### src/ilns_div_cell.sv
module ilns_div_cell #(
  parameter int RW = 8,
  parameter int QW = 4,
  parameter int PW = 1
) (
  input  logic          clk,
  input  logic          rst_n,
  input  logic          en,
  input  logic          in_valid,
  input  logic [RW-1:0] in_rem,
  input  logic [RW-1:0] in_dvs,
  input  logic [QW-1:0] in_quo,
  input  logic [PW-1:0] in_pay,
  output logic          out_valid,
  output logic [RW-1:0] out_rem,
  output logic [RW-1:0] out_dvs,
  output logic [QW-1:0] out_quo,
  output logic [PW-1:0] out_pay
);

  logic          valid_r;
  logic [RW-1:0] rem_r, rem_nxt;
  logic [RW-1:0] dvs_r;
  logic [QW-1:0] quo_r, quo_nxt;
  logic [PW-1:0] pay_r;
  logic          ge;
  logic [RW-1:0] diff;

  // one restoring step: divisor stays put, remainder shifts up
  always_comb begin
    ge      = (in_rem >= in_dvs);
    diff    = ge ? (in_rem - in_dvs) : in_rem;
    rem_nxt = {diff[RW-2:0], 1'b0};
    quo_nxt = {in_quo[QW-2:0], ge};
  end

  always_ff @(posedge clk) begin
    if (!rst_n) begin
      valid_r <= 1'b0;
    end else if (en) begin
      valid_r <= in_valid;
    end
  end

  always_ff @(posedge clk) begin
    if (en) begin
      rem_r <= rem_nxt;
      dvs_r <= in_dvs;
      quo_r <= quo_nxt;
      pay_r <= in_pay;
    end
  end

  assign out_valid = valid_r;
  assign out_rem   = rem_r;
  assign out_dvs   = dvs_r;
  assign out_quo   = quo_r;
  assign out_pay   = pay_r;

endmodule

### config.mk
export PLATFORM = sky130hd
export DESIGN_NAME = ilns_div_cell
export DESIGN_NICKNAME = d
export VERILOG_FILES = /design/src/ilns_div_cell.sv
export SDC_FILE = /design/constraint.sdc
export NUM_CORES = 1
export LEC_CHECK = 0
export BUFFER_PORTS_ARGS = -buffer_cell sky130_fd_sc_hd__buf_2
export CAP_MARGIN = 20
export CORE_MARGIN = 4
export CORE_UTILIZATION = 52
export CTS_BUF_LIST = sky130_fd_sc_hd__clkbuf_4
export CTS_CLUSTER_DIAMETER = 100
export CTS_CLUSTER_SIZE = 14
export DETAILED_ROUTE_END_ITERATION = 10
export PLACE_DENSITY = 0.87
export SETUP_SLACK_MARGIN = 0.02
export SLEW_MARGIN = 20
export SYNTH_ARGS = -nofsm -noshare
export SYNTH_HDL_FRONTEND = slang
export SYNTH_SLANG_ARGS = --single-unit
### constraint.sdc
create_clock -name clk -period 4.8 [get_ports clk]
set_input_delay 0.48 -clock clk [delete_from_list [all_inputs] [get_ports clk]]
set_output_delay 0.48 -clock clk [all_outputs]
set_load 0.005 [all_outputs]
==> reports/summary.txt <==
Gr usage total: 15.07%
Multi-input combinational cell area: 397.9 µm²
Power density cells: 298.2 nW/µm²
Clk_lat worst skew: 300 ps
Final ANT Viol Nets: 0
Worst Setup EP: out_rem[6]
Layout Nets: 167
Die Area: 2867 µm²
Ys flop type: edfxtp_1
Initial Util: 54.97%
Worst vdd ir: 171.3 µV
Count of flip-flops with a built-in enable after synthesis: 20
CTS Buffer Depth: 2
Utilization after layout: 68.37%
Worst Hold Class: input pin to flop
Slowest library cell on the worst path: fa_1
Die Y-Extent: 53.54 µm
P&R area growth vs syn: 24.36%
Pin count of the biggest net entering global routing: 22
R2R setup slack: 4210 ps
Die width: 53.54 µm
Fillers: 150
Slew @ Worst Pin: 604.9 ps
Critical path buffer and inverter count: 2
Vias in the first global route: 745
Sink Count: 21
Final Hold Violating Endpoints: 0
Slew margin rel.: 59.67%
Post-Syn Instances: 86
Avg Inst Size Synth: 12.54 µm²
Cts bufs inserted: 3
CP cell instances: buf_2 -> inv_1 -> ha_1 -> fa_1 -> nand2b_1 -> a211oi_2 -> o32ai_4 -> o31ai_1
WS Path Type: input pin to flop
Worst Setup Start Kind: input pin
Routed vias/inst: 4.981
RSZ-0062 raised after global routing: no
MaxCap Viol Count: 0
Post-CTS setup buffer count: 0
Tot Pwr: 0.3999 mW
RePlAce Congestion: 0.7406
Sequential area share after synthesis: 57.54%
Status: finished, final reports clean
Final setup vio count: 0
Endpoint class of the critical path: flop
DP Cell Count: 155
Hold path depth: 1
1st-pass router iterations: 4
Syn Std Cell Area: 1079 µm²
H-tree depth reported by CTS: 1
Fmax: 0.4832 GHz
WL/cell: 13.21 µm
Cell row count: 16
Worst path depth: 8
Top post-synthesis cells by area: edfxtp_1, ha_1, inv_1
Final worst-path cycle share: 43.12%
Leading area contributor after synthesis: edfxtp_1
Share of layout cells above drive strength 1: 39.39%
DRC: 0
Hold Buf Count CTS: 0
Syn. warnings: 0
Global-route wire length before repair: 3.077 mm
LEAKAGE: 0.6350 nW
Cell variety after synth: 27
Resized cells post-CTS: 0
DP HPWL: 1.610 mm
Top cells by count, synth: edfxtp_1, inv_1, ha_1, nand2_1, o21ai_0
Antenna diodes: 0
R2R Path Start: out_valid
Input/output buffers: 44
FF-to-FF path depth: 2
Remaining global-route overflow: 0
Reg clk slew, reported paths: 120 ps
Reg2reg end: out_valid
CP startpoint: in_rem[0]
Setup TNS: 0 ps
CP Data Required Time: 4930 ps
Delay of the slowest critical-path stage: 400 ps
Skew final: 0 ps
CP Max Fanout: 15
Slew Viols, Final: 0
IO Count: 47
Crit path max-delay family: compound AO/OA/AOI/OAI gates
Most frequent cell after synthesis: edfxtp_1
Post-route minimum period: 2070 ps
Via count: 792
Crit path DAT: 2200 ps
Initial antenna violation count: 0
Non-filler cells, final: 159
Core region area: 1962 µm²
Net Count, Synth: 120
TritonCTS clock tree: built
DR iter-0 viols: 32
Synth top area share: 55.68%
Register area: 620.6 µm²
Clk root buf: clkbuf_4
#FFs+latches synth: 21
Post-Route WL: 2.100 mm
Ys async rst share: 0%
metal layers:
metal	vias to the layer above	GRT usage, %	wire length [µm]
li1	394	-	-
met1	353	16.13	827
met2	36	28.78	1092
met3	9	1.662	113
met4	0	7.660	67
met5	-	0	0
per-stage QoR:
step / cell area [µm²] / hold slack, ps / setup WS, ps
5_1_grt: 1341 / 328.9 / 2603
4_1_cts: 1341 / 336.2 / 2742
3_3_place_gp: 1314 / 489.8 / 2433
3_5_place_dp: 1314 / 525.7 / 2404
2_1_floorplan: 1079 / 507.3 / 2590
6_report: 1341 / 338.6 / 2730
worst reg2reg max path, delay by kind of cell, from the launching register on:
family	cells	cell delay (ps)
mux	1	120
flops	1	330
simple gates	1	60
cell families after synthesis:
logic type                 after synthesis  share of synthesized area (%)
DFF                                     21                          57.54
and+or+nand+nor                         20                          8.818
adders and majority gates                9                          11.14
buffers and inverters                   13                          5.569
xor gates and xnor gates                 3                          2.437
muxes                                    1                         0.9281
AOI/OAI and AO/OA                       18                          13.23
other                                    1                         0.3477
layout by cell type, fill, tap and decap left out, types with 3 or more instances in the layout:
cell and count:
buf_2 44, clkbuf_4 3, edfxtp_1 20, ha_1 8, inv_1 11, nand2_1 8, nand2b_1 3, nor2_1 5
o21ai_0 6, xor2_1 3
final cells by class:
class	instances	area share, %
clock buffers	3	1.679
clock inverters	1	0.3731
inverters	11	3.078
multi-input cells	52	29.66
flip-flops and latches	21	46.27
well taps	27	2.519
repair buffers	44	16.42
how the worst min path moves through the flow:
| stage | from | end |
|---|---|---|
| after floorplan | out_valid | out_valid |
| after global placement | out_valid | out_valid |
| after detailed placement | out_valid | out_valid |
| after CTS | in_quo[0] | out_quo[1] |
| after global routing | in_quo[0] | out_quo[1] |
| final | in_quo[1] | out_quo[2] |
flip-flops by register name, summed over array words and instances, names as in the netlist:
name       count
out_rem        7
out_valid      1
out_dvs        8
out_quo        4
out_pay        1
where the power goes:
group          total (mW)  switching [mW]  internal [mW]
Clock              0.0851          0.0540         0.0311
Combinational      0.0881          0.0472         0.0409
Sequential          0.227         0.00409          0.223
Total               0.400           0.105          0.295
Note: power is estimated with default switching activity, not from simulation.
